### src/hdl/assert_macros.svh
// Assertion macros shared by the block's RTL files.
// No dependencies; include by bare file name where assertions are written.
`ifndef ASSERT_MACROS_SVH
`define ASSERT_MACROS_SVH

// Same-cycle implication under synchronous reset.
`define ASSERT_IMPLIES(label, clk, rst, ante, cons) \
  label: assert property (@(posedge clk) disable iff (rst) (ante) |-> (cons)) \
    else $error("implication check failed");

// Next-cycle implication under synchronous reset.
`define ASSERT_NEXT(label, clk, rst, ante, cons) \
  label: assert property (@(posedge clk) disable iff (rst) (ante) |=> (cons)) \
    else $error("next-cycle check failed");

`endif

### src/hdl/bllca_pkg.sv
// Shared constants, table row layout and port structs of the LCA table.
// No dependencies; used by every module of the block.
package bllca_pkg;

  localparam int NODE_W    = 10;
  localparam int NODES     = 1 << NODE_W;
  localparam int LEVELS    = 10;
  localparam int LVL_W     = $clog2(LEVELS);
  localparam int DEPTH_W   = 10;
  localparam int DIST_W    = 11;
  localparam int IN_TDATA_W  = 24;
  localparam int OUT_TDATA_W = 24;

  localparam logic [DEPTH_W-1:0] MAX_DEPTH = {DEPTH_W{1'b1}};
  localparam logic [LVL_W-1:0]   LAST_LVL  = LVL_W'(LEVELS - 1);
  localparam logic [NODE_W-1:0]  LAST_NODE = NODE_W'(NODES - 1);

  localparam logic MODE_ATTACH = 1'b0;
  localparam logic MODE_QUERY  = 1'b1;

  // One ancestor entry; "no ancestor" is always stored as all zeros.
  typedef struct packed {
    logic              valid;
    logic [NODE_W-1:0] node;
  } entry_t;

  typedef entry_t [LEVELS-1:0] anc_row_t;

  // One table row per node: all its power-of-two ancestors and its depth.
  typedef struct packed {
    logic [DEPTH_W-1:0] depth;
    anc_row_t           anc;
  } row_t;

  typedef struct packed {
    logic              en;
    logic [NODE_W-1:0] addr;
  } mem_rd_t;

  typedef struct packed {
    logic              en;
    logic [NODE_W-1:0] addr;
    row_t              data;
  } mem_wr_t;

  typedef struct packed {
    logic [NODE_W-1:0] ancestor_node;
    logic [DIST_W-1:0] tree_distance;
    logic              none_found;
  } result_t;

endpackage

### src/hdl/bllca_outbuf.sv
// Output word register that parts the sequencer from the result stream.
// Depends on bllca_pkg and assert_macros.svh.
`include "assert_macros.svh"

module bllca_outbuf (
  input  logic                                   clk,
  input  logic                                   rst,
  input  logic                                   push,
  input  bllca_pkg::result_t                     res,
  output logic                                   space,
  output logic                                   m_axis_tvalid,
  input  logic                                   m_axis_tready,
  output logic [bllca_pkg::OUT_TDATA_W-1:0]      m_axis_tdata,
  output logic                                   m_axis_tuser
);

  bllca_pkg::result_t held;
  logic               full;

  assign space = !full || m_axis_tready;

  always_ff @(posedge clk) begin
    if (rst) begin
      full <= 1'b0;
    end else if (push) begin
      full <= 1'b1;
    end else if (m_axis_tready) begin
      full <= 1'b0;
    end
  end

  always_ff @(posedge clk) begin
    if (push) begin
      held <= res;
    end
  end

  assign m_axis_tvalid = full;
  assign m_axis_tdata  = {
    (bllca_pkg::OUT_TDATA_W - bllca_pkg::NODE_W - bllca_pkg::DIST_W)'(0),
    held.tree_distance, held.ancestor_node};
  assign m_axis_tuser  = held.none_found;

  `ASSERT_IMPLIES(a_push_space, clk, rst, push, space)

endmodule

### config.mk
export PLATFORM = sky130hd
export DESIGN_NAME = bllca_outbuf
export DESIGN_NICKNAME = d
export VERILOG_FILES = /design/src/hdl/bllca_pkg.sv /design/src/hdl/bllca_outbuf.sv
export VERILOG_INCLUDE_DIRS = /design/src /design/src/hdl
export SDC_FILE = /design/constraint.sdc
export NUM_CORES = 1
export LEC_CHECK = 0
export BUFFER_PORTS_ARGS = -buffer_cell sky130_fd_sc_hd__buf_2
export CORE_UTILIZATION = 41
export DETAILED_ROUTE_END_ITERATION = 6
export PLACE_DENSITY_LB_ADDON = 0.15
export SETUP_SLACK_MARGIN = 0.5
export SYNTH_ARGS = -nofsm -noshare
export SYNTH_HDL_FRONTEND = slang
export SYNTH_SLANG_ARGS = --single-unit
### constraint.sdc
create_clock -name clk -period 1.5 [get_ports clk]
set_input_delay 0.3 -clock clk [delete_from_list [all_inputs] [get_ports clk]]
set_output_delay 0.3 -clock clk [all_outputs]
set_load 0.01 [all_outputs]
==> summary.txt, run 1 <==
Outcome
  – Status: finished clean

Hold path
  – Hold WC Path Type: input port to flip-flop
  – Hold Startpoint: rst

Setup path
  – Worst EP arrival: 0.82 ns
  – Crit Path Category: flip-flop to output pin
  – WP data required: ~1.2 ns
  – Crit path launch: m_axis_tvalid
  – Setup crit start kind: flip-flop
  – Reg2Reg Setup Slack: approximately 0.65 ns
  – R2r startpoint: m_axis_tvalid
  – CP Max Fanout: 2
  – CP endpoint kind: output pin

Timing
  – RSZ-0062 raised after global routing: yes
  – Setup violations, final: 0
  – Peak Freq: 889 MHz
  – Final Slew Violations: 0
  – Setup slack after layout: ~0.38 ns
  – Setup Total Neg Slack: 0 ns
  – Final period util: between 70% and 80%
  – Worst Skew: 0 ns
  – Final Hold Fails: 0
  – Minimum hold slack: about 0.15 ns
  – Min Tclk post-route: about 1.1 ns

Yosys
  – Mapped Area: between 700 and 800 um2
  – Seq/Total Area, Yosys: a little over 90%
  – Synthesized-area fraction occupied by adder cells: 0%
  – Post-synth cell types: 7
  – Simple-gate share of the synthesized area: about 1.9%
  – #FFs+latches synth: 23
  – Main combinational cell family by area after synthesis: buffers and inverters
  – Xor/xnor cell area share of the yosys netlist: 0%
  – Synth warnings: 0
  – Synthesized instance count: 30
  – Syn avg cell area: approximately 24 um2
  – Synth Area in Compound Gates: under 10%
  – Post-synthesis mux area share: 0%

Power
  – Leakage Power: 0.467 nW
  – Max VDD drop: 741 uV
  – Power, Total: approximately 1.2 mW
  – Power per standard cell area: about 1100 mW/mm2

GRT
  – First-pass GRT wire length: around 1400 um
  – GRT Residual Overflow: 0
  – Initial antenna violation count: 0
  – Largest net degree at the start of global routing: 24
  – Overall routing resource usage: 10.6%
  – Vias in the first global route: 361

Cells and area
  – Area added between synthesis and finish: 42.2%
  – Ant. Diodes: 0
  – Non-Filler Instances: between 100 and 150
  – Commonest non-fill, non-tap cells in the layout: buf_2 (48), edfxtp_1 (22), conb_1 (3), clkbuf_4 (3), buf_4 (2)
  – Commonest non-fill, non-tap cell in the layout: buf_2
  – Layout cells sized above 1: 67.9%
  – Post-layout net count: ~110

Die
  – Core Area: approximately 0.0016 mm2
  – Rows: 14
  – Ports: 53
  – Die height: roughly 44 um
  – Initial Util: 46.0%
  – Die X: about 44 um
  – Die area: between 0.0015 and 0.002 mm2

Routing
  – Initial DRC count: 9
  – Highest routed layer: met3
  – WL met1: 400 um
  – DRC: 0
  – Met2 Routed Length: between 500 and 600 um
  – Wirelength, routed: a little over 1000 um
  – Drt wl/cell: 9.59 um
  – Vias per Instance: between 4 and 5
  – Post-route antenna net violation count: 0
  – Met3 wire len: 90 um
  – Drt pass-1 iters: 2
  – DR vias: between 400 and 500

Clock tree
  – Clk pin slew, worst setup/hold paths: 0.11 ns
  – Clock Tree Root: clkbuf_4
  – H-tree levels: 1
  – Num CTS Buffers: 3
  – Clock sinks: 23
  – Clock buffer depth: 2
  – Latest clock arrival within the worst-skew pair: about 0.29 ns
  – CTS tree: done

Place
  – Number of I/O port buffers: slightly below 50
  – Placer Congestion: roughly 0.65
  – Placed Instances: between 100 and 150
  – Pre-CTS setup slack: about 0.43 ns

Run
  – Max Cap Viol: 0
synthesized netlist by cell type, drive strengths merged:
cell | n | area share [%]
a21oi | 1 | 1.2
buf | 3 | 3.1
conb | 1 | 0.51
dfxtp | 1 | 2.7
edfxtp | 22 | 90
inv | 1 | 0.51
nand2b | 1 | 1.9
registers in the layout, indices dropped and copies added, names as in the netlist:
name / count
m_axis_tuser: 1
m_axis_tdata: 21
m_axis_tvalid: 1
final timing paths:
path,to,cells after the start
max,space,2
min,m_axis_tvalid,2
max reg2reg,m_axis_tvalid,4
min reg2reg,m_axis_tvalid,4
area by class of cell:
| type | count | area [um2] |
|---|---|---|
| Sequential cell | 23 | 682 |
| Fill cell | 129 | 552 |
| Timing Repair Buffer | 51 | 267 |
| Multi-Input combinational cell | 5 | 33.8 |
| Tap cell | 24 | 30.0 |
| Clock buffer | 4 | 26.3 |
| Inverter | 1 | 3.75 |
timing repair:
item / 4_1_cts / 5_1_grt
buffers inserted: 1 / 1
endpoints found under the setup margin: 24 / 24
hold buffers: 0 / 0
resized for setup: 2 / 0
critical path, cell delays in order (launching register included):
cell,delay [ns]
dfxtp_2,0.36
nand2b_4,0.06
buf_6,0.11
metal layers:
metal / vias up / GRT usage, %
met2: 33 / 18.5
met5: - / 0
li1: 213 / -
met1: 190 / 10.9
met3: 0 / 2.86
met4: 0 / 7.27
where the power goes:
| part | leakage, nW | internal, mW | total, mW | switching (mW) |
|---|---|---|---|---|
| Sequential | 0.224 | 0.758 | 0.768 | 0.0106 |
| Clock | 0.0150 | 0.103 | 0.259 | 0.156 |
| Combinational | 0.228 | 0.0620 | 0.129 | 0.0673 |
metrics by stage:
stage / cell area (um2) / util (%)
2_1_floorplan: 741 / -
3_3_place_gp: 993 / 62.3
3_5_place_dp: 993 / 62.3
4_1_cts: 1030 / 64.9
5_1_grt: 1040 / 65.4
6_report: 1040 / 65.4
cell families (layout without fill, tap and decap cells):
kind of cell | after synthesis | after routing
other | 1 | 3
and+or+nand+nor | 1 | 1
DFF | 23 | 23
AOI/OAI and AO/OA | 1 | 1
buffers and inverters | 4 | 56
No activity file was read; power rests on OpenSTA's default activity.
==> inputs of run 2 (changes only) <==
--- a/config.mk
+++ b/config.mk
@@ -7,7 +7,7 @@
 export NUM_CORES = 1
 export LEC_CHECK = 0
 export BUFFER_PORTS_ARGS = -buffer_cell sky130_fd_sc_hd__buf_2
-export CORE_UTILIZATION = 41
+export CORE_UTILIZATION = 34
 export DETAILED_ROUTE_END_ITERATION = 6
 export PLACE_DENSITY_LB_ADDON = 0.15
 export SETUP_SLACK_MARGIN = 0.5
==> constraint.sdc (replaced) <==
create_clock -name clk -period 0.93 [get_ports clk]
set_input_delay 0.186 -clock clk [delete_from_list [all_inputs] [get_ports clk]]
set_output_delay 0.186 -clock clk [all_outputs]
set_load 0.01 [all_outputs]
==> summary.txt, run 2 (synthesis gave the netlist of run 1 again) <==
Timing
  – Final Slew Violations: 0 (unchanged)
  – Min Tclk post-route: between 1 and 1.5 ns
  – Minimum hold slack: 0.0222 ns (was 0.151 ns)
  – Worst Skew: 0 ns (unchanged)
  – Final Hold Fails: 0 (unchanged)
  – Final period util: 110%
  – Setup Total Neg Slack: -1.67 ns (was 0 ns)
  – Peak Freq: between 900 and 1000 MHz
  – Setup violations, final: 24 (was 0)
  – Setup slack after layout: -0.0973 ns (was 0.376 ns)
  – RSZ-0062 raised after global routing: yes (unchanged)

Clock tree
  – Latest clock arrival within the worst-skew pair: 0.29 ns (about the same)
  – Clock buffer depth: 2 (unchanged)
  – Clock Tree Root: clkbuf_4 (unchanged)
  – H-tree levels: 1 (unchanged)
  – Clock sinks: 23 (unchanged)
  – Clk pin slew, worst setup/hold paths: 0.11 ns (about the same)
  – Num CTS Buffers: 3 (unchanged)
  – CTS Hold Bufs: 0 (unchanged)
  – CTS tree: done (unchanged)

Setup path
  – CP Max Fanout: 1 (was 2)
  – Max incr delay on CP: 0.40 ns (was 0.36 ns)
  – Crit path cell chain: buf_2 (was nand2b_4, buf_6)
  – Crit Path Category: flip-flop to output pin (unchanged)
  – Worst path bufs/invs: 1 (unchanged)
  – CP endpoint kind: output pin (unchanged)
  – Worst EP arrival: 0.84 ns (was 0.82 ns)
  – Setup crit start kind: flip-flop (unchanged)
  – WP data required: 0.74 ns (was 1.20 ns)
  – Kind of cell adding the most delay to the critical path: flip-flops (unchanged)
  – Worst path slowest cell: edfxtp_1 (was dfxtp_2)

Routing
  – Drt wl/cell: 11.0 um (was 9.59 um)
  – DRC: 0 (unchanged)
  – Initial DRC count: 2 (was 9)
  – Post-route antenna net violation count: 0 (unchanged)
  – DR vias: 438 (was 436)
  – Drt pass-1 iters: 3 (was 2)
  – Wirelength, routed: 1230 um (was 1040 um)
  – Vias per Instance: 3.91 (was 4.04)

Place
  – Placed Instances: 106 (was 102)
  – HPWL Detailed: slightly below 900 um
  – Pre-CTS setup slack: 0.168 ns (was 0.426 ns)
  – Placer Congestion: 0.686 (was 0.654)
  – Post-placement cell area: 0.00102 mm2 (was 993 um2)
  – Number of I/O port buffers: 49 (unchanged)

Die
  – Die area: 0.00235 mm2 (was 0.00196 mm2)
  – Initial Util: 36.6% (was 46.0%)
  – Die height: 48.4 um (was 44.3 um)
  – Rows: 16 (was 14)
  – Core Area: 0.00200 mm2 (was 0.00159 mm2)
  – Ports: 53 (unchanged)
  – Die X: 48.4 um (was 44.3 um)

Cells and area
  – Largest register FFs: 21 (unchanged)
  – Commonest non-fill, non-tap cells in the layout: buf_2 (46), edfxtp_1 (22), conb_1 (3), clkbuf_4 (3) (was buf_2 (48), edfxtp_1 (22), conb_1 (3), clkbuf_4 (3), buf_4 (2))
  – Area added between synthesis and finish: 49.7% (was 42.2%)
  – Non-Filler Instances: 112 (was 108)
  – Ant. Diodes: 0 (unchanged)
  – Commonest non-fill, non-tap cell in the layout: buf_2 (unchanged)
  – Post-layout net count: 112 (was 111)
  – Layout cells sized above 1: 68.2% (was 67.9%)
  – Design area: 0.00110 mm2 (was 0.00104 mm2)
  – Util after Layout: 54.8% (was 65.4%)

GRT
  – Largest net degree at the start of global routing: 13 (was 24)
  – Overall routing resource usage: 10.9% (was 10.6%)
  – Vias in the first global route: 382 (was 361)
  – GRT Residual Overflow: 0 (unchanged)
  – Initial antenna violation count: 0 (unchanged)
  – First-pass GRT wire length: 1800 um (was 1410 um)

Power
  – Power per standard cell area: 1740 mW/mm2 (was 1110 mW/mm2)
  – Max VDD drop: 885 uV (was 741 uV)
  – Power, Total: 1.91 mW (was 1.16 mW)
  – Leakage Power: 0.487 nW (was 0.467 nW)

Outcome
  – Failing checks: setup timing
  – Status: finished, violations left (was finished clean)

Hold path
  – Hold WC Path Type: input port to flip-flop (unchanged)

Run
  – Max Cap Viol: 0 (unchanged)
run 2: path summary, 6_finish.rpt:
check | start | endpoint | slack [ns] | cells past startpoint
worst max-delay path | m_axis_tdata[0] | m_axis_tdata[0] | -0.1 | 1
worst min-delay path | rst | m_axis_tvalid | 0.02 | 2
worst max register to register | m_axis_tvalid | m_axis_tvalid | 0.21 | 3
worst min register to register | m_axis_tvalid | m_axis_tvalid | 0.60 | 3
run 2: what timing repair did:
item / in CTS / in global routing
gates cloned: 1 / 0
endpoints found under the setup margin: 36 / 25
setup buffers: 0 / 1
gates resized for setup: 3 / 1
run 2: layout make-up:
| class | count | area (um2) |
|---|---|---|
| Clock buffer | 4 | 26.3 |
| Fill cell | 173 | 905 |
| Inverter | 1 | 3.75 |
| Multi-Input combinational cell | 5 | 33.8 |
| Sequential cell | 23 | 684 |
| Tap cell | 27 | 33.8 |
| Timing Repair Buffer | 52 | 315 |
run 2: metal layers:
metal / track usage, % / part of all wire [%]
met1: 12.4 / 40
met2: 18.3 / 52
met3: 3.46 / 7.7
met4: 5.88 / 0
met5: 0 / 0
run 2: power by group:
group | switching (mW) | total (mW) | internal [mW]
Sequential | 0.0195 | 1.24 | 1.22
Combinational | 0.113 | 0.235 | 0.122
Clock | 0.263 | 0.430 | 0.167
Total | 0.396 | 1.91 | 1.51
==> inputs of run 3 (changes only) <==
==> constraint.sdc (replaced) <==
create_clock -name clk -period 0.93 [get_ports clk]
set_input_delay 0.2325 -clock clk [delete_from_list [all_inputs] [get_ports clk]]
set_output_delay 0.2325 -clock clk [all_outputs]
set_load 0.01 [all_outputs]
==> summary.txt, run 3 (synthesis gave the netlist of run 1 again) <==
Die
  – Die area: 0.00235 mm2 (unchanged)
  – Initial Util: 36.6% (unchanged)
  – Die X: 48.4 um (unchanged)
  – Ports: 53 (unchanged)
  – Core Area: 0.00200 mm2 (unchanged)
  – Die height: 48.4 um (unchanged)
  – Rows: 16 (unchanged)

Timing
  – Final period util: 116% (was 110%)
  – Final Slew Violations: 0 (unchanged)
  – RSZ-0062 raised after global routing: yes (unchanged)
  – Setup slack after layout: -0.148 ns (was -0.0973 ns)
  – Setup violations, final: 24 (unchanged)
  – Peak Freq: 927 MHz (was 973 MHz)
  – Minimum hold slack: 0.0646 ns (was 0.0222 ns)
  – Final Hold Fails: 0 (unchanged)
  – Min Tclk post-route: 1.08 ns (was 1.03 ns)
  – Worst Skew: 0 ns (unchanged)

GRT
  – GRT Residual Overflow: 0 (unchanged)
  – Initial antenna violation count: 0 (unchanged)
  – First-pass GRT wire length: 1960 um (was 1800 um)
  – Largest net degree at the start of global routing: 13 (unchanged)
  – Vias in the first global route: 406 (was 382)
  – Overall routing resource usage: 11.9% (was 10.9%)

Place
  – Number of I/O port buffers: 49 (unchanged)
  – Placer Congestion: 0.685 (was 0.686)

Cells and area
  – Post-layout net count: 114 (was 112)
  – Layout cells sized above 1: 69.0% (was 68.2%)
  – Largest register FFs: 21 (unchanged)
  – Commonest non-fill, non-tap cell in the layout: buf_2 (unchanged)
  – Area added between synthesis and finish: 58.9% (was 49.7%)
  – Ant. Diodes: 0 (unchanged)
  – Commonest non-fill, non-tap cells in the layout: buf_2 (46), edfxtp_1 (22), conb_1 (3), clkbuf_4 (3), buf_16 (3) (was buf_2 (46), edfxtp_1 (22), conb_1 (3), clkbuf_4 (3))
  – Number of fill cells: 170 (was 173)

Setup path
  – Crit path cell chain: buf_2 (unchanged)
  – Max incr delay on CP: 0.40 ns (about the same)
  – Crit Path Category: flip-flop to output pin (unchanged)
  – Setup crit start kind: flip-flop (unchanged)
  – Worst path bufs/invs: 1 (unchanged)
  – CP endpoint kind: output pin (unchanged)
  – WP data required: 0.70 ns (was 0.74 ns)
  – CP Max Fanout: 1 (unchanged)
  – Kind of cell adding the most delay to the critical path: flip-flops (unchanged)
  – Crit path launch: m_axis_tdata[19] (was m_axis_tdata[0])
  – Worst EP arrival: 0.85 ns (was 0.84 ns)
  – R2r startpoint: m_axis_tvalid (unchanged)
  – Worst path slowest cell: edfxtp_1 (unchanged)

Routing
  – Drt pass-1 iters: 1 (was 3)
  – Post-route antenna net violation count: 0 (unchanged)
  – Vias per Instance: 3.98 (was 3.91)
  – Drt wl/cell: 10.9 um (was 11.0 um)
  – DR vias: 454 (was 438)
  – Initial DRC count: 0 (was 2)
  – Wirelength, routed: 1250 um (was 1230 um)
  – DRC: 0 (unchanged)

Clock tree
  – Latest clock arrival within the worst-skew pair: 0.30 ns (was 0.29 ns)
  – H-tree levels: 1 (unchanged)
  – Num CTS Buffers: 3 (unchanged)
  – CTS Hold Bufs: 0 (unchanged)
  – Clock sinks: 23 (unchanged)
  – Clk pin slew, worst setup/hold paths: 0.11 ns (about the same)
  – Clock Tree Root: clkbuf_4 (unchanged)
  – CTS tree: done (unchanged)
  – Clock buffer depth: 2 (unchanged)

Power
  – Gate power share: 13.9% (was 12.4%)
  – Power per standard cell area: 1670 mW/mm2 (was 1740 mW/mm2)
  – Seq pwr share: 63.8% (was 65.1%)
  – Net Switching: 0.405 mW (was 0.396 mW)
  – Clock Power Share: 22.4% (was 22.6%)
  – Switch share: 20.8% (about the same)
  – P_int: 1.54 mW (was 1.51 mW)
  – Power, Total: 1.94 mW (was 1.91 mW)
  – Leakage Power: 0.517 nW (was 0.487 nW)
  – Max VDD drop: 949 uV (was 885 uV)

Run
  – Max Cap Viol: 0 (unchanged)

Outcome
  – Failing checks: setup timing (unchanged)
  – Status: finished, violations left (unchanged)

Hold path
  – Hold Startpoint: rst (unchanged)
  – Hold WC Path Type: input port to flip-flop (unchanged)
## run 3: power by group through the flow
stage          Sequential [mW]  Combinational, mW  Clock, mW
3_3_place_gp              1.26              0.210          0
3_5_place_dp              1.26              0.213          0
4_1_cts                   1.24              0.270      0.444
6_report                  1.24              0.270      0.435
2_1_floorplan             1.31             0.0236          0
5_1_grt                   1.25              0.288      0.490
## run 3: metrics by stage
step	worst slack [ns]	instance area, um2	utilization, %	cells	TNS (ns)
2_1_floorplan	0.279	744	-	32	0
3_3_place_gp	0.108	1020	51.0	106	0
3_5_place_dp	0.108	1020	51.0	106	0
4_1_cts	-0.155	1160	57.9	114	-3.13
5_1_grt	-0.210	1160	58.2	114	-3.95
6_report	-0.148	1160	58.2	114	-2.87
## run 3: area by class of cell
| class | instances | area (um2) | area share [%] |
|---|---|---|---|
| clock buffer | 4 | 26.3 | 2.26 |
| multi-input combinational | 5 | 33.8 | 2.90 |
| timing repair buffer | 54 | 383 | 32.9 |
| tap | 27 | 33.8 | 2.90 |
| sequential | 23 | 684 | 58.8 |
| inverter | 1 | 3.75 | 0.322 |
## run 3: worst paths after layout
check / to / slack [ns] / cells after the start
max reg2reg: m_axis_tvalid / 0.22 / 3
max: m_axis_tdata[19] / -0.15 / 1
min: m_axis_tvalid / 0.06 / 2
min reg2reg: m_axis_tvalid / 0.59 / 3
## run 3: what timing repair did
action / 4_1_cts / 5_1_grt
endpoints found under the hold margin: 0 / 0
gates resized for setup: 8 / 1
buffers inserted: 1 / 0
endpoints found under the setup margin: 47 / 25
gates cloned: 3 / 0
## run 3: routing by layer
layer | part of all wire [%] | wire length [um] | up-vias | track usage (%)
met5 | 0 | 0 | - | 0
met3 | 7.1 | 89 | 4 | 3.46
met4 | 1.5 | 19 | 0 | 7.35
li1 | - | - | 224 | -
met1 | 39 | 486 | 199 | 13.2
met2 | 52 | 651 | 27 | 20.2
