`src/hdl/assert_macros.svh`:
```
// Assertion macros shared by the block's RTL files.
// No dependencies; include by bare file name where assertions are written.
`ifndef ASSERT_MACROS_SVH
`define ASSERT_MACROS_SVH

// Same-cycle implication under synchronous reset.
`define ASSERT_IMPLIES(label, clk, rst, ante, cons) \
  label: assert property (@(posedge clk) disable iff (rst) (ante) |-> (cons)) \
    else $error("implication check failed");

// Next-cycle implication under synchronous reset.
`define ASSERT_NEXT(label, clk, rst, ante, cons) \
  label: assert property (@(posedge clk) disable iff (rst) (ante) |=> (cons)) \
    else $error("next-cycle check failed");

`endif

```
`src/hdl/bllca_pkg.sv`:
```
// Shared constants, table row layout and port structs of the LCA table.
// No dependencies; used by every module of the block.
package bllca_pkg;

  localparam int NODE_W    = 10;
  localparam int NODES     = 1 << NODE_W;
  localparam int LEVELS    = 10;
  localparam int LVL_W     = $clog2(LEVELS);
  localparam int DEPTH_W   = 10;
  localparam int DIST_W    = 11;
  localparam int IN_TDATA_W  = 24;
  localparam int OUT_TDATA_W = 24;

  localparam logic [DEPTH_W-1:0] MAX_DEPTH = {DEPTH_W{1'b1}};
  localparam logic [LVL_W-1:0]   LAST_LVL  = LVL_W'(LEVELS - 1);
  localparam logic [NODE_W-1:0]  LAST_NODE = NODE_W'(NODES - 1);

  localparam logic MODE_ATTACH = 1'b0;
  localparam logic MODE_QUERY  = 1'b1;

  // One ancestor entry; "no ancestor" is always stored as all zeros.
  typedef struct packed {
    logic              valid;
    logic [NODE_W-1:0] node;
  } entry_t;

  typedef entry_t [LEVELS-1:0] anc_row_t;

  // One table row per node: all its power-of-two ancestors and its depth.
  typedef struct packed {
    logic [DEPTH_W-1:0] depth;
    anc_row_t           anc;
  } row_t;

  typedef struct packed {
    logic              en;
    logic [NODE_W-1:0] addr;
  } mem_rd_t;

  typedef struct packed {
    logic              en;
    logic [NODE_W-1:0] addr;
    row_t              data;
  } mem_wr_t;

  typedef struct packed {
    logic [NODE_W-1:0] ancestor_node;
    logic [DIST_W-1:0] tree_distance;
    logic              none_found;
  } result_t;

endpackage

```
`src/hdl/bllca_ctrl.sv`:
```
// Sequencer: clearing pass, attach row build and query walk over the node table.
// Depends on bllca_pkg and assert_macros.svh.
`include "assert_macros.svh"

module bllca_ctrl (
  input  logic                         clk,
  input  logic                         rst,
  input  logic                         in_valid,
  output logic                         in_ready,
  input  logic                         mode,
  input  logic [bllca_pkg::NODE_W-1:0] node_a,
  input  logic [bllca_pkg::NODE_W-1:0] node_b,
  output bllca_pkg::mem_rd_t           rd_a,
  output bllca_pkg::mem_rd_t           rd_b,
  output bllca_pkg::mem_wr_t           wr,
  input  bllca_pkg::row_t              rdata_a,
  input  bllca_pkg::row_t              rdata_b,
  output logic                         push,
  output bllca_pkg::result_t           res,
  input  logic                         space
);

  typedef enum logic [10:0] {
    ST_CLEAR  = 11'b000_0000_0001,
    ST_IDLE   = 11'b000_0000_0010,
    ST_QLOAD  = 11'b000_0000_0100,
    ST_LIFT   = 11'b000_0000_1000,
    ST_CHECK  = 11'b000_0001_0000,
    ST_CLIMB  = 11'b000_0010_0000,
    ST_FINAL  = 11'b000_0100_0000,
    ST_DIST   = 11'b000_1000_0000,
    ST_ASTEP  = 11'b001_0000_0000,
    ST_AWRITE = 11'b010_0000_0000,
    ST_DONE   = 11'b100_0000_0000
  } state_t;

  localparam logic [bllca_pkg::LVL_W-1:0] LVL_W_ONE = bllca_pkg::LVL_W'(1);

  state_t                          state, state_next;
  logic [bllca_pkg::NODE_W-1:0]    clr_cnt;
  logic [bllca_pkg::LVL_W-1:0]     lvl;
  logic [bllca_pkg::LVL_W-1:0]     lvl_prev;
  logic [bllca_pkg::NODE_W-1:0]    a_q, b_q, lca;
  logic [bllca_pkg::DEPTH_W-1:0]   da, db, diff, new_depth;
  bllca_pkg::anc_row_t             built;
  bllca_pkg::entry_t               v, w;
  logic                            in_fire;

  bllca_pkg::entry_t               nv, pv, pw, lw, ap, nb;
  logic                            swap, lift_bit;
  logic [bllca_pkg::NODE_W-1:0]    x_node, y_node;
  logic [bllca_pkg::DEPTH_W-1:0]   dx, dy, depth_inc;
  logic [bllca_pkg::DIST_W-1:0]    dsum, dtwice;

  assign in_ready = (state == ST_IDLE);
  assign in_fire  = in_valid && in_ready;
  assign lvl_prev = lvl - 1'b1;

  always_comb begin
    // query: order the pair so that x is the deeper node
    swap     = rdata_a.depth < rdata_b.depth;
    x_node   = swap ? b_q : a_q;
    y_node   = swap ? a_q : b_q;
    dx       = swap ? rdata_b.depth : rdata_a.depth;
    dy       = swap ? rdata_a.depth : rdata_b.depth;
    lift_bit = diff[lvl];
    nv       = rdata_a.anc[lvl];
    pv       = v.valid ? rdata_a.anc[lvl] : '0;
    pw       = w.valid ? rdata_b.anc[lvl] : '0;
    lw       = w.valid ? rdata_b.anc[0] : '0;
    dsum     = {1'b0, da} + {1'b0, db};
    dtwice   = {rdata_a.depth, 1'b0};
    // attach: forward the row under build when the chain comes back to node_a
    ap       = built[lvl_prev];
    if (!ap.valid) begin
      nb = '0;
    end else if (ap.node == a_q) begin
      nb = ap;
    end else begin
      nb = rdata_a.anc[lvl_prev];
    end
    depth_inc = (rdata_a.depth == bllca_pkg::MAX_DEPTH) ? bllca_pkg::MAX_DEPTH
                                                        : rdata_a.depth + 1'b1;
  end

  always_comb begin
    state_next = state;
    rd_a       = '0;
    rd_b       = '0;
    wr         = '0;
    push       = 1'b0;
    case (state)
      ST_CLEAR: begin
        wr.en   = 1'b1;
        wr.addr = clr_cnt;
        if (clr_cnt == bllca_pkg::LAST_NODE) begin
          state_next = ST_IDLE;
        end
      end
      ST_IDLE: begin
        if (in_fire) begin
          rd_a.en    = 1'b1;
          rd_a.addr  = (mode == bllca_pkg::MODE_QUERY) ? node_a : node_b;
          rd_b.en    = (mode == bllca_pkg::MODE_QUERY);
          rd_b.addr  = node_b;
          state_next = (mode == bllca_pkg::MODE_QUERY) ? ST_QLOAD : ST_ASTEP;
        end
      end
      ST_QLOAD: begin
        rd_a.en    = 1'b1;
        rd_a.addr  = x_node;
        rd_b.en    = 1'b1;
        rd_b.addr  = y_node;
        state_next = ST_LIFT;
      end
      ST_LIFT: begin
        if (lift_bit && !nv.valid) begin
          state_next = ST_DONE;
        end else begin
          rd_a.en   = lift_bit;
          rd_a.addr = nv.node;
          if (lvl == '0) begin
            state_next = ST_CHECK;
          end
        end
      end
      ST_CHECK: begin
        state_next = (v == w) ? ST_DIST : ST_CLIMB;
      end
      ST_CLIMB: begin
        if (pv != pw) begin
          rd_a.en   = 1'b1;
          rd_a.addr = pv.node;
          rd_b.en   = 1'b1;
          rd_b.addr = pw.node;
        end
        if (lvl == '0) begin
          state_next = ST_FINAL;
        end
      end
      ST_FINAL: begin
        if (lw.valid) begin
          rd_a.en    = 1'b1;
          rd_a.addr  = lw.node;
          state_next = ST_DIST;
        end else begin
          state_next = ST_DONE;
        end
      end
      ST_DIST: begin
        state_next = ST_DONE;
      end
      ST_ASTEP: begin
        rd_a.en   = 1'b1;
        rd_a.addr = nb.node;
        if (lvl == bllca_pkg::LAST_LVL) begin
          state_next = ST_AWRITE;
        end
      end
      ST_AWRITE: begin
        wr.en         = 1'b1;
        wr.addr       = a_q;
        wr.data.depth = new_depth;
        wr.data.anc   = built;
        state_next    = ST_DONE;
      end
      ST_DONE: begin
        if (space) begin
          push       = 1'b1;
          state_next = ST_IDLE;
        end
      end
      default: begin
        state_next = ST_CLEAR;
      end
    endcase
  end

  always_ff @(posedge clk) begin
    if (rst) begin
      state   <= ST_CLEAR;
      clr_cnt <= '0;
    end else begin
      state <= state_next;
      if (state == ST_CLEAR) begin
        clr_cnt <= clr_cnt + 1'b1;
      end
    end
  end

  // Datapath registers; no reset needed.
  always_ff @(posedge clk) begin
    case (state)
      ST_IDLE: begin
        a_q      <= node_a;
        b_q      <= node_b;
        lvl      <= LVL_W_ONE;
        built[0] <= '{valid: 1'b1, node: node_b};
        res      <= '0;
      end
      ST_QLOAD: begin
        da   <= rdata_a.depth;
        db   <= rdata_b.depth;
        diff <= dx - dy;
        v    <= '{valid: 1'b1, node: x_node};
        w    <= '{valid: 1'b1, node: y_node};
        lvl  <= bllca_pkg::LAST_LVL;
      end
      ST_LIFT: begin
        if (lift_bit && !nv.valid) begin
          res <= '{ancestor_node: '0, tree_distance: '0, none_found: 1'b1};
        end else if (lift_bit) begin
          v <= nv;
        end
        lvl <= lvl_prev;
      end
      ST_CHECK: begin
        lca <= v.node;
        lvl <= bllca_pkg::LAST_LVL;
      end
      ST_CLIMB: begin
        if (pv != pw) begin
          v <= pv;
          w <= pw;
        end
        lvl <= lvl_prev;
      end
      ST_FINAL: begin
        lca <= lw.node;
        if (!lw.valid) begin
          res <= '{ancestor_node: '0, tree_distance: '0, none_found: 1'b1};
        end
      end
      ST_DIST: begin
        res.ancestor_node <= lca;
        res.tree_distance <= (dsum >= dtwice) ? dsum - dtwice : '0;
        res.none_found    <= 1'b0;
      end
      ST_ASTEP: begin
        built[lvl] <= nb;
        if (lvl == LVL_W_ONE) begin
          new_depth <= depth_inc;
        end
        lvl <= lvl + 1'b1;
      end
      default: begin
      end
    endcase
  end

  `ASSERT_IMPLIES(a_wr_state, clk, rst, wr.en, (state == ST_CLEAR) || (state == ST_AWRITE))
  `ASSERT_NEXT(a_attach_seq, clk, rst, in_fire && (mode == bllca_pkg::MODE_ATTACH), state == ST_ASTEP)
  `ASSERT_NEXT(a_dist_done, clk, rst, state == ST_DIST, (state == ST_DONE) && !res.none_found)

endmodule

```
`config.mk`:
```
export PLATFORM = sky130hd
export DESIGN_NAME = bllca_ctrl
export DESIGN_NICKNAME = d
export VERILOG_FILES = /design/src/hdl/bllca_pkg.sv /design/src/hdl/bllca_ctrl.sv
export VERILOG_INCLUDE_DIRS = /design/src /design/src/hdl
export SDC_FILE = /design/constraint.sdc
export NUM_CORES = 1
export LEC_CHECK = 0
export ABC_CLOCK_PERIOD_IN_PS = 6510
export BUFFER_PORTS_ARGS = -buffer_cell sky130_fd_sc_hd__buf_4
export CORE_AREA = 4 4 198 200
export CTS_BUF_LIST = sky130_fd_sc_hd__clkbuf_16
export DETAILED_ROUTE_END_ITERATION = 16
export DIE_AREA = 0 0 202 204
export HOLD_SLACK_MARGIN = 0.12
export PLACE_DENSITY = 0.69
export SLEW_MARGIN = 20
export SYNTH_ARGS = -nofsm -noshare
export SYNTH_HDL_FRONTEND = slang
export SYNTH_SLANG_ARGS = --single-unit
```
`constraint.sdc`:
```
create_clock -name clk -period 6.51 [get_ports clk]
set_input_delay 1.6275 -clock clk [delete_from_list [all_inputs] [get_ports clk]]
set_output_delay 1.6275 -clock clk [all_outputs]
set_load 0.02 [all_outputs]
```
==> results, run 1 <==
- The run finished with clean final reports.
- The average instance in the mapped netlist occupies 11.5 um2.
- The number of nets in the synthesized netlist is between 1,500 and 2,000.
- Compared with the post-synthesis result, the final layout area differs by 29.0%.
- The total count of max-transition violations in the final report is 0.
- The biggest area contributor in the post-synthesis netlist is edfxtp_1.
- For this run, the detailed router's first-pass iteration total came to 5.
- Sorting the synthesized cells by how often they occur yields edfxtp_1 (228), and2_1 (144), mux2i_1 (134).
- The clock arrives with 0.0225 ns of skew.
- The congestion estimate from routability-driven global placement came to between 0.9 and 1.
- The element type at the critical path start is a flip-flop.
- The count of nets after finishing is approximately 2,200.
- The aggregate negative setup slack is 0 ns.
- In the post-synthesis netlist, the biggest area contributors are edfxtp_1 (41%), mux4_2 (8.7%), mux2i_1 (8.1%), and2_1 (5.4%), ha_1 (2.8%).
- The largest net degree at the start of global routing is 74.
- In the synthesized netlist the async set-or-reset flop fraction comes to 0%.
- The HPWL after detailed placement is 53.7 mm.
- The nature of the critical path endpoint is a primary output.
- The overflow left after global routing is 0.
- The number of I/O pins is 442.
- The later-pin clock latency in the skew report is 0.54 ns.
- In this run the worst path has a maximum fanout of 73.
- The worst slew margin relative to its limit is 26.9%.
- The total of buffers placed on input and output ports is about 440.
- The share of the Yosys chip area taken by registers is a little over two fifths.
- Max-cap violations in this run came to 0.
- The worst hold path belongs to the class flip-flop to flip-flop.
- The top flip-flop cell by instance count after synthesis is edfxtp_1.
- The power density over cell area is 175 nW/um2.
- The worst stage delay on the critical path is 0.53 ns.
- From left edge to right edge, the die measures about 200 um.
- The portion of the clock cycle consumed by the worst path in the final layout is 97.0%.
- The post-route netlist has 35.3% of its cells at a drive strength greater than 1.
- The slew at the pin with the worst max-slew slack is about 1.1 ns.
- The finished layout cell area is 21,400 um2.
- The critical path class is flip-flop to primary output.
- After clock tree synthesis, the clock-pin slew on the worst setup and hold paths is 0.06 ns.
- The mapped netlist covers 16,600 um2.
- The routed wire length is roughly 67 mm.
- Dividing the detail-routed wire length by the instance count gives 28.1 um.
- At the worst endpoint, the required time is 4.88 ns.
- The number of remaining DRC errors is 0.
- The most frequent cell after synthesis is edfxtp_1.
- The maximum VDD drop is 197 uV.
- TritonCTS built the clock tree.
- The floorplan step set the die height to between 200 and 250 um.
- Detailed routing placed a total of 4.84 mm of wire on met3.
- Using the TritonRoute via totals, the vias-per-cell ratio works out to 5.96.
- The final-report hold violation count was 0.
- The count of distinct cell types in the synthesized netlist is 90.
- The number of antenna violations at the first check in global routing came to 1.
- The number of clock buffers inserted by TritonCTS is 26.
- The number of global-route vias before repair is 14,234.
- The setup-violating endpoint count in the final report is 0.
- The post-place instance area is 20,500 um2.
- Data arrives at the worst endpoint at between 4 and 5 ns.
- The worst path in the final design needs a cycle of 6.32 ns, including I/O delays and setup.
- The count of antenna-violating nets left after detailed routing is 0.
- The first-pass GRT wire length is 95.6 mm.
- Summing over every cut layer, the via total after detailed routing is around 14,000.
- After synthesis, the largest area contributor takes up 41.2% of total cell area.
- Global routing used 31.1% of the available tracks across all layers.
- After floorplanning, the core was divided into 71 placement rows.
- The clock passes through at most 3 buffers.
- The synthesis-stage register bit count is 249.
- The count of yosys warnings during synthesis is 0.
- Setup repair after global routing left no endpoint under its margin.
- The initial core utilization is 44.4%.
- Counting stages on the worst path, the most repeated cell is buf_4.
- The count of flip-flops with a built-in enable after synthesis is 228.
- The root buffer selected by CTS is clkbuf_16.
- In this run the number of H-tree levels came out at 1.
- The sum of met2 wire segment lengths after detailed routing is 33.1 mm.
- Walking the worst path, the cells encountered are clkbuf_16 -> buf_6 -> buf_4 -> mux4_2 -> a22o_1 -> a21oi_1 -> buf_4 -> nor3_1 -> nand4b_1 -> nand3_1 -> nand4b_4 -> a31oi_4 -> o221ai_1 -> buf_4.
- The leakage power figure is about 8.7 nW.
- Counting every instance in the synthesized netlist gives 1,440.
- The largest individual stage delay along the critical path comes from the cell mux4_2.
- After detailed routing, the wire length on met1 is 25.2 mm.
- The die covers 41,200 um2.
- The violation count after the first detailed-routing iteration is 1,287.
- The clock net in this run drives a total of 249 sinks.
- Hold is met by 0.519 ns.
- In this run the top signal layer used is met4.
- The maximum clock frequency is 0.158 GHz.
- In this run the standard cell core region covers 37,400 um2.
==> metrics by stage <==
step / util [%] / worst slack [ns] / std cells / total power, mW
after floorplan: - / 0.689 / 1440 / 2.03
after global placement: 54.7 / 0.248 / 2347 / 2.28
after detailed placement: 54.8 / 0.285 / 2348 / 2.29
after CTS: 57.0 / 0.0207 / 2394 / 3.76
after global routing: 57.2 / 0.0321 / 2395 / 3.86
final: 57.2 / 0.193 / 2395 / 3.75
==> cell usage in the layout (no fill, tap or decap), types with 9 or more instances in the layout <==
cell type  netlist  final
dfxtp_1         21     21
nand2b_1         9      9
ha_1            37     36
nor2_1          79     79
nand4_1         17     17
a221oi_1        15     15
nand2_1         99     99
and3_1          15     15
xnor2_1         37     37
and2_1         144    144
inv_1           55     59
nor3_1          23     22
edfxtp_1       228    228
nand3_1         14     14
mux4_2          64     64
o21ai_0         36     36
buf_4            8    485
mux2_2          19     19
o22ai_1         46     46
mux2i_1        134    126
o21ai_1         10     10
a22o_1          18     18
o221ai_1        15     15
clkbuf_16        0     28
xor2_1          20     19
a21oi_1         41     40
==> worst max-delay path, delay by kind of cell (launching register included) <==
kind                   cells  cell delay, ns
AOI/OAI and AO/OA          4            1.09
muxes                      1            0.53
DFF                        1            0.38
and+or+nand+nor            4            0.54
buffers and inverters      5            1.52
==> flip-flops by register name, indices dropped and copies added, names as in the netlist <==
name and flops:
lvl 4, w 11, a_q 10, built 110
da 10, diff 10, state 11, db 10
res 22, lca 10, v 11, b_q 10
clr_cnt 10, new_depth 10
==> final cells by class <==
cell class | count | area (um2)
inverters | 56 | 210
flip-flops and latches | 249 | 7270
clock buffers | 27 | 676
well taps | 511 | 639
multi-input cells | 1042 | 8740
fillers | 3182 | 16000
diodes | 1 | 2.50
clock inverters | 19 | 163
repair buffers | 490 | 3710
==> cells by family after synthesis <==
logic type / Yosys count / synth area share (%)
AO/OA/AOI/OAI: 262 / 11.4
flip-flops: 249 / 43.8
buffers and inverters: 149 / 4.36
multiplexers: 225 / 19.3
AND/OR/NAND/NOR: 458 / 15.0
adder cells (fa/ha/maj): 39 / 3.03
XOR/XNOR: 58 / 3.11
==> what timing repair did <==
item,4_1_cts,5_1_grt
resized for setup,1,14
hold buffers,0,0
setup buffers,0,0
setup endpoints to repair,1,11
==> routing by layer <==
| layer | global-route usage [%] | vias up |
|---|---|---|
| met5 | 0 | - |
| met4 | 16.8 | 0 |
| li1 | - | 6356 |
| met2 | 53.6 | 695 |
| met3 | 4.89 | 169 |
| met1 | 37.7 | 7062 |
==> worst paths after layout <==
check	to	startpoint	slack, ns	depth (start not counted)
hold / removal	res[13]$_SDFFCE_PN0P_	lca[1]$_DFFE_PP_	0.52	1
hold reg to reg	res[13]$_SDFFCE_PN0P_	lca[1]$_DFFE_PP_	0.52	1
setup reg to reg	built[22]$_DFFE_PP_	lvl[1]$_SDFFCE_PN0P_	2.10	12
setup / recovery	rd_a[1]	lvl[0]$_SDFFCE_PN1P_	0.19	14
==> power by group <==
group          internal, mW  switching, mW
registers              1.74        0.00931
clock network         0.864          0.623
logic                 0.252          0.262
total                  2.86          0.894
(Power assumes the default switching activity.)
==> inputs of run 2 (changes only) <==
CORE_AREA = 4 4 226 228   (was 4 4 198 200)
DIE_AREA = 0 0 230 232   (was 0 0 202 204)
PLACE_DENSITY = 0.55   (was 0.69)
==> results, run 2 (synthesis gave the netlist of run 1 again) <==
- The non-filler instance count after layout came to 2,571 (was 2,395).
- The commonest non-fill, non-tap cell in the layout is buf_4 (unchanged).
- The vias per cell came to 5.52 (was 5.96).
- The synthesis-to-finish area growth is 31.5% (was 29.0%).
- The largest fanout on the critical path is 35 (was 73).
- The launch instance of the worst min-delay path is clr_cnt[5]$_SDFFE_PP0N_ (was lca[1]$_DFFE_PP_).
- The aggregate negative setup slack is 0 ns (unchanged).
- The portion of the clock cycle consumed by the worst path in the final layout is 97.9% (was 97.0%).
- The worst slew margin relative to its limit is 25.6% (was 26.9%).
- The first-pass GRT wire length is 99.5 mm (was 95.6 mm).
- The overall fraction of global-route tracks in use was 25.1% (was 31.1%).
- The worst setup slack after placement is 0.166 ns (was 0.285 ns).
- The die area is 53,400 um2 (was 41,200 um2).
- The data required time of the worst path was 4.88 ns (about the same).
- The count of antenna-violating nets left after detailed routing is 0 (unchanged).
- The area of the multi-input gates came to 8740 um2 (about the same).
- The beginning of the worst register-to-register path is lvl[0]$_SDFFCE_PN1P_ (was lvl[1]$_SDFFCE_PN0P_).
- The worst-case hold slack came to 0.521 ns (was 0.519 ns).
- The largest buffer count on any clock path is 3 (unchanged).
- The count of TritonRoute iterations in the first routing pass is 5 (unchanged).
- The total count of max-transition violations in the final report was 0 (unchanged).
- The placeable core region came to 48,800 um2 (was 37,400 um2).
- The maximum clock frequency is 0.157 GHz (was 0.158 GHz).
- The data arrival time at the worst-slack endpoint is 4.75 ns (was 4.69 ns).
- The number of I/O pins is 442 (unchanged).
- The number of global-route vias before repair is 14,380 (was 14,234).
- The flip-flop and latch area is 7270 um2 (unchanged).
- The register-to-register path setup slack came to 2.05 ns (was 2.10 ns).
- The CTS sink count came to 249 (unchanged).
- The leakage power figure is 8.82 nW (was 8.72 nW).
- Leading registers by flop count: built: 110 flops, res: 22 flops (unchanged).
- The power density over cell area was 177 nW/um2 (was 175 nW/um2).
- The final design utilization was 44.7% (was 57.2%).
- The number of remaining DRC errors is 0 (unchanged).
- The share of layout cells above drive strength 1 came to 36.0% (was 35.3%).
- The number of violations of the max-capacitance limit is 0 (unchanged).
- The critical path class is flip-flop to primary output (unchanged).
- The H-tree level count is 1 (unchanged).
- The minimum clock period came to 6.38 ns (was 6.32 ns).
- The total via count in the routed design is 14,202 (was 14,282).
- The violation count after the first detailed-routing iteration is 1,043 (was 1,287).
- The kind of path behind the tightest hold check is flip-flop to flip-flop (unchanged).
- The total of buffers placed on input and output ports is 441 (unchanged).
- The number of antenna violations at the first check in global routing is 6 (was 1).
- The nature of the critical path endpoint is a primary output (unchanged).
- The worst clock skew is 0.0242 ns (was 0.0225 ns).
- The number of clock buffers inserted by TritonCTS is 29 (was 26).
- The HPWL after detailed placement is 55.3 mm (was 53.7 mm).
- The number of filler instances in the final layout was 4,648 (was 3,182).
- The post-layout worst setup margin is 0.134 ns (was 0.193 ns).
- The clock-pin slew of the registers on the worst-case setup and hold paths is 0.07 ns (was 0.06 ns).
- The clock tree from TritonCTS is done (unchanged).
- The root buffer selected by CTS was clkbuf_16 (unchanged).
- The maximum VDD drop is 166 uV (was 197 uV).
- The total power came to 3.87 mW (was 3.75 mW).
- The initial core utilization is 34.0% (was 44.4%).
- The number of cells after detailed placement is 2,510 (was 2,348).
- The setup-violating endpoint count in the final report is 0 (unchanged).
- The die boundary width is 230 um (was 202 um).
- The register name with the most flops is built (unchanged).
- The final-report hold violation count is 0 (unchanged).
- The finished layout cell area came to 21,800 um2 (was 21,400 um2).
- The slew at the pin with the worst max-slew slack was 1.11 ns (was 1.10 ns).
- The element type at the critical path start was a flip-flop (unchanged).
- The later-pin clock latency in the skew report is 0.57 ns (was 0.54 ns).
- The overflow left after global routing is 0 (unchanged).
- Run status: finished, final reports clean (unchanged).
- Commonest cells after routing, fill and taps aside: buf_4 (496), edfxtp_1 (228), and2_1 (144), mux2i_1 (130), nand2_1 (99) (was buf_4 (485), edfxtp_1 (228), and2_1 (144), mux2i_1 (126), nand2_1 (99)).
- The largest net degree at the start of global routing is 98 (was 74).
- The hold path endpoint is clr_cnt[5]$_SDFFE_PP0N_ (was res[13]$_SDFFCE_PN0P_).
- The worst reg2reg path endpoint is built[70]$_DFFE_PP_ (was built[22]$_DFFE_PP_).
- The count of cells along the worst register-to-register path was 12 (unchanged).
- The number of flip-flops under the largest register name is 110 (unchanged).
- The routed length per instance is 27.4 um (was 28.1 um).
- The weighted congestion at the end of routability-driven global placement came to 0.963 (was 0.974).
- The routed wire length was 70.5 mm (was 67.4 mm).
- The worst hold path stage count is 2 (was 1).
- The count of nets after finishing came to 2,183 (was 2,169).
- The number of cell rows is 81 (was 71).
- The vertical extent of the die came to 232 um (was 204 um).
- The total setup buffers inserted after CTS was 0 (unchanged).
- The post-place instance area came to 20,800 um2 (was 20,500 um2).
[run 2: final cells by class]
| type | count | share of cell area, % |
|---|---|---|
| multi-input cells | 1042 | 40.1 |
| well taps | 664 | 3.81 |
| inverters | 56 | 0.963 |
| clock inverters | 25 | 0.957 |
| clock buffers | 29 | 3.32 |
| repair buffers | 501 | 17.6 |
| diodes | 5 | 0.0573 |
| flip-flops and latches | 249 | 33.3 |
[run 2: how the worst max path moves through the flow]
stage,slack (ns),startpoint,endpoint
2_1_floorplan,0.69,rdata_b[115],rd_a[0]
3_3_place_gp,0.22,rdata_a[77],rd_a[2]
3_5_place_dp,0.17,rdata_a[87],rd_a[2]
4_1_cts,0.09,lvl[0]$_SDFFCE_PN1P_,rd_a[2]
5_1_grt,-0.0008,lvl[0]$_SDFFCE_PN1P_,rd_a[8]
6_report,0.13,lvl[0]$_SDFFCE_PN1P_,rd_a[5]
[run 2: power by group]
group          internal, mW  total (mW)  leakage [nW]  switching, mW
clock                 0.930        1.62         0.472          0.685
sequential             1.74        1.75          2.29        0.00901
combinational         0.254       0.506          6.06          0.252
total                  2.93        3.87          8.82          0.946
[run 2: what timing repair did]
item,CTS,global route
resized for setup,7,6
hold buffers,0,0
gates cloned,1,1
endpoints found under the hold margin,0,0
endpoints found under the setup margin,4,4
[run 2: worst max-delay path, stage by stage, from the launching register on]
cell	delay, ns
edfxtp_1	0.50
clkbuf_16	0.36
buf_16	0.29
mux4_2	0.58
a221oi_2	0.63
buf_4	0.23
a21oi_1	0.07
nor2_1	0.13
o32a_2	0.20
nand4b_4	0.13
a31oi_4	0.46
o221ai_1	0.32
buf_4	0.26
[run 2: metal layers]
| layer | wire [um] | track usage, % |
|---|---|---|
| met1 | 27400 | 30.1 |
| met5 | 23 | 0 |
| met4 | 3160 | 9.79 |
| met2 | 34900 | 44.3 |
| met3 | 4990 | 5.15 |
==> inputs of run 3 (changes only) <==
CORE_AREA = 4 4 270 192   (was 4 4 226 228)
DIE_AREA = 0 0 274 196   (was 0 0 230 232)
==> results, run 3 (synthesis gave the netlist of run 1 again) <==
- Run status: finished, final reports clean (unchanged).
- The clock-pin slew of the registers on the worst-case setup and hold paths came to 0.06 ns (was 0.07 ns).
- The share of layout cells above drive strength 1 is 35.2% (was 36.0%).
- The die boundary width was 274 um (was 230 um).
- The aggregate negative setup slack came to 0 ns (unchanged).
- The clock tree from TritonCTS is done (unchanged).
- The largest buffer count on any clock path is 3 (unchanged).
- The synthesis-to-finish area growth came to 31.2% (was 31.5%).
- The final-report hold violation count is 0 (unchanged).
- The commonest non-fill, non-tap cell in the layout is buf_4 (unchanged).
- The beginning of the worst register-to-register path is db[0]$_DFFE_PP_ (was lvl[0]$_SDFFCE_PN1P_).
- The element type at the critical path start is a flip-flop (unchanged).
- The overall fraction of global-route tracks in use is 24.6% (was 25.1%).
- The initial core utilization is 33.8% (was 34.0%).
- The die area is 53,700 um2 (was 53,400 um2).
- The critical path class is flip-flop to primary output (unchanged).
- The launch instance of the worst min-delay path was lca[4]$_DFFE_PP_ (was clr_cnt[5]$_SDFFE_PP0N_).
- The placeable core region came to 49,100 um2 (was 48,800 um2).
- The total via count in the routed design came to 14,221 (was 14,202).
- The root buffer selected by CTS was clkbuf_16 (unchanged).
- The worst slew margin relative to its limit is 17.8% (was 25.6%).
- The register name with the most flops is built (unchanged).
- The clock network fraction of total power is 43.7% (was 41.7%).
- The largest net degree at the start of global routing came to 99 (was 98).
- The portion of the clock cycle consumed by the worst path in the final layout is 96.2% (was 97.9%).
- The leakage power figure is 8.82 nW (about the same).
- The number of buffer and inverter stages on the critical path is 3 (was 4).
- The HPWL after detailed placement came to 54.5 mm (was 55.3 mm).
- The setup-violating endpoint count in the final report is 0 (unchanged).
- The count of antenna-violating nets left after detailed routing is 0 (unchanged).
- The CTS sink count came to 249 (unchanged).
- The switching part of the total power is 24.2% (was 24.4%).
- The H-tree level count came to 1 (unchanged).
- The violation count after the first detailed-routing iteration is 1,357 (was 1,043).
- The slowest cell on the critical path is mux4_2 (was a221oi_2).
- The slew at the pin with the worst max-slew slack is 1.22 ns (was 1.11 ns).
- The number of I/O pins is 442 (unchanged).
- The number of global-route vias before repair was 14,166 (was 14,380).
- The switching power total is 0.971 mW (was 0.946 mW).
- The power density over cell area is 184 nW/um2 (was 177 nW/um2).
- The nature of the critical path endpoint is a primary output (unchanged).
- The number of filler instances in the final layout is 4,650 (was 4,648).
- The sequential fraction of design power came to 43.6% (was 45.2%).
- The worst clock skew is 0.0286 ns (was 0.0242 ns).
- The worst setup slack after placement is 0.275 ns (was 0.166 ns).
- The origin of the worst setup path is lvl[0]$_SDFFCE_PN1P_ (unchanged).
- Setup repair after global routing left no endpoint under its margin.
- The weighted congestion at the end of routability-driven global placement is 0.933 (was 0.963).
- The total power was 4.02 mW (was 3.87 mW).
- The total setup buffers inserted after CTS is 0 (unchanged).
- The cell family with the largest share of critical-path delay is compound AO/OA/AOI/OAI gates (unchanged).
- The count of nets after finishing was 2,177 (was 2,183).
- Leading registers by flop count: built: 110 flops, res: 22 flops (unchanged).
- Commonest cells after routing, fill and taps aside: buf_4 (491), edfxtp_1 (228), and2_1 (144), mux2i_1 (134), nand2_1 (98) (was buf_4 (496), edfxtp_1 (228), and2_1 (144), mux2i_1 (130), nand2_1 (99)).
- The minimum clock period was 6.27 ns (was 6.38 ns).
- The vias per cell is 5.55 (was 5.52).
- The total of buffers placed on input and output ports is 441 (unchanged).
- The number of remaining DRC errors is 0 (unchanged).
- The data arrival time at the worst-slack endpoint came to 4.64 ns (was 4.75 ns).
- The vertical extent of the die came to 196 um (was 232 um).
- The number of cell rows is 68 (was 81).
- The number of antenna violations at the first check in global routing was 5 (was 6).
- The later-pin clock latency in the skew report is 0.59 ns (was 0.57 ns).
- The maximum VDD drop is 183 uV (was 166 uV).
- The number of flip-flops under the largest register name is 110 (unchanged).
- The internal power contribution is 3.05 mW (was 2.93 mW).
- The number of violations of the max-capacitance limit was 0 (unchanged).
- The first-pass GRT wire length came to 97.8 mm (was 99.5 mm).
- The number of clock buffers inserted by TritonCTS was 29 (unchanged).
- The logic gate share of total power is 12.6% (was 13.1%).
- The largest fanout on the critical path was 98 (was 35).
- Critical path cell sequence: buf_12 -> mux4_2 -> a221oi_1 -> buf_4 -> nor4_1 -> o32a_2 -> nand4b_4 -> nand2_4 -> o221ai_1 -> buf_4 (was clkbuf_16 -> buf_16 -> mux4_2 -> a221oi_2 -> buf_4 -> a21oi_1 -> nor2_1 -> o32a_2 -> nand4b_4 -> a31oi_4 -> o221ai_1 -> buf_4).
- The count of TritonRoute iterations in the first routing pass is 6 (was 5).
- The cell repeated most along the worst path is buf_4 (unchanged).
- The maximum clock frequency is 0.160 GHz (was 0.157 GHz).
- The post-layout worst setup margin is 0.245 ns (was 0.134 ns).
- The worst stage delay on the critical path is 0.60 ns (was 0.63 ns).
- The data required time of the worst path is 4.88 ns (about the same).
- The routed wire length is 69.4 mm (was 70.5 mm).
- The routed length per instance is 27.0 um (was 27.4 um).
- The total count of max-transition violations in the final report is 0 (unchanged).
- The kind of path behind the tightest hold check is flip-flop to flip-flop (unchanged).
- The overflow left after global routing came to 0 (unchanged).
==> run 3: changes by cell type in the layout (fill, tap and decap cells not counted), moves of 3 or more <==
cell        previous run  this run
mux2i_1              130       134
bufinv_16              3         6
buf_4                496       491
inv_1                 59        65
clkinv_2               8         3
buf_12                 0         3
clkinvlp_4             3         0
==> run 3: worst register-to-register path: stages (launching register included) <==
cell and delay, ns:
edfxtp_1 0.34, ha_1 0.17, inv_1 0.05, fa_1 0.42
xnor2_1 0.49, inv_1 0.11, fa_1 0.40, nor2b_1 0.15
o21ai_0 0.15, a21boi_0 0.27, o21ai_0 0.14, a21boi_0 0.24
o21ai_0 0.15, a21oi_1 0.22, o31ai_1 0.08, buf_4 0.18
a2111oi_0 0.63
==> run 3: repair_timing <==
item / CTS / global route
hold buffers: 0 / 0
pin swaps: 0 / 1
resized for setup: 1 / 2
gates cloned: 0 / 1
endpoints found under the setup margin: 7 / 3
==> run 3: per-layer routing <==
| layer | track usage (%) | wire length, um | share of wire [%] | vias to the layer above |
|---|---|---|---|---|
| met5 | 0 | 7 | 0.010 | - |
| met4 | 4.32 | 1360 | 2.0 | 2 |
| met3 | 7.74 | 6780 | 9.8 | 82 |
| met2 | 37.9 | 31100 | 45 | 665 |
| met1 | 34.6 | 30100 | 43 | 7094 |
| li1 | - | - | - | 6378 |
==> run 3: cell type report <==
type	instances	area, um2	share of cell area, %
Sequential cell	249	7270	33.4
Clock inverter	25	282	1.29
Clock buffer	29	726	3.33
Multi-Input combinational cell	1043	8700	40.0
Inverter	56	210	0.965
Tap cell	665	832	3.82
Antenna cell	3	7.51	0.0345
Timing Repair Buffer	494	3750	17.2
==> run 3: through the flow <==
| stage | area, um2 | util [%] | instances | hold WS (ns) |
|---|---|---|---|---|
| final | 21800 | 44.3 | 2564 | 0.510 |
| after global routing | 21800 | 44.3 | 2564 | 0.536 |
| after CTS | 21700 | 44.3 | 2560 | 0.512 |
| after detailed placement | 20700 | 42.2 | 2506 | 0.503 |
| after global placement | 20700 | 42.2 | 2506 | 0.499 |
| after floorplan | 16600 | - | 1440 | 0.465 |
==> run 3: path summary, 6_finish.rpt <==
check | to | slack (ns) | depth (start not counted)
worst min register to register | res[16]$_SDFFCE_PN0P_ | 0.51 | 1
worst min-delay path | res[16]$_SDFFCE_PN0P_ | 0.51 | 1
worst max register to register | res[4]$_SDFFCE_PN0P_ | 2.04 | 16
worst max-delay path | rd_b[3] | 0.24 | 10
==> run 3: power groups by stage <==
stage	Combinational (mW)	Clock (mW)	Sequential, mW
6_report	0.508	1.76	1.75
5_1_grt	0.544	1.84	1.75
4_1_cts	0.498	1.78	1.75
3_5_place_dp	0.495	0	1.79
3_3_place_gp	0.490	0	1.79
2_1_floorplan	0.242	0	1.78
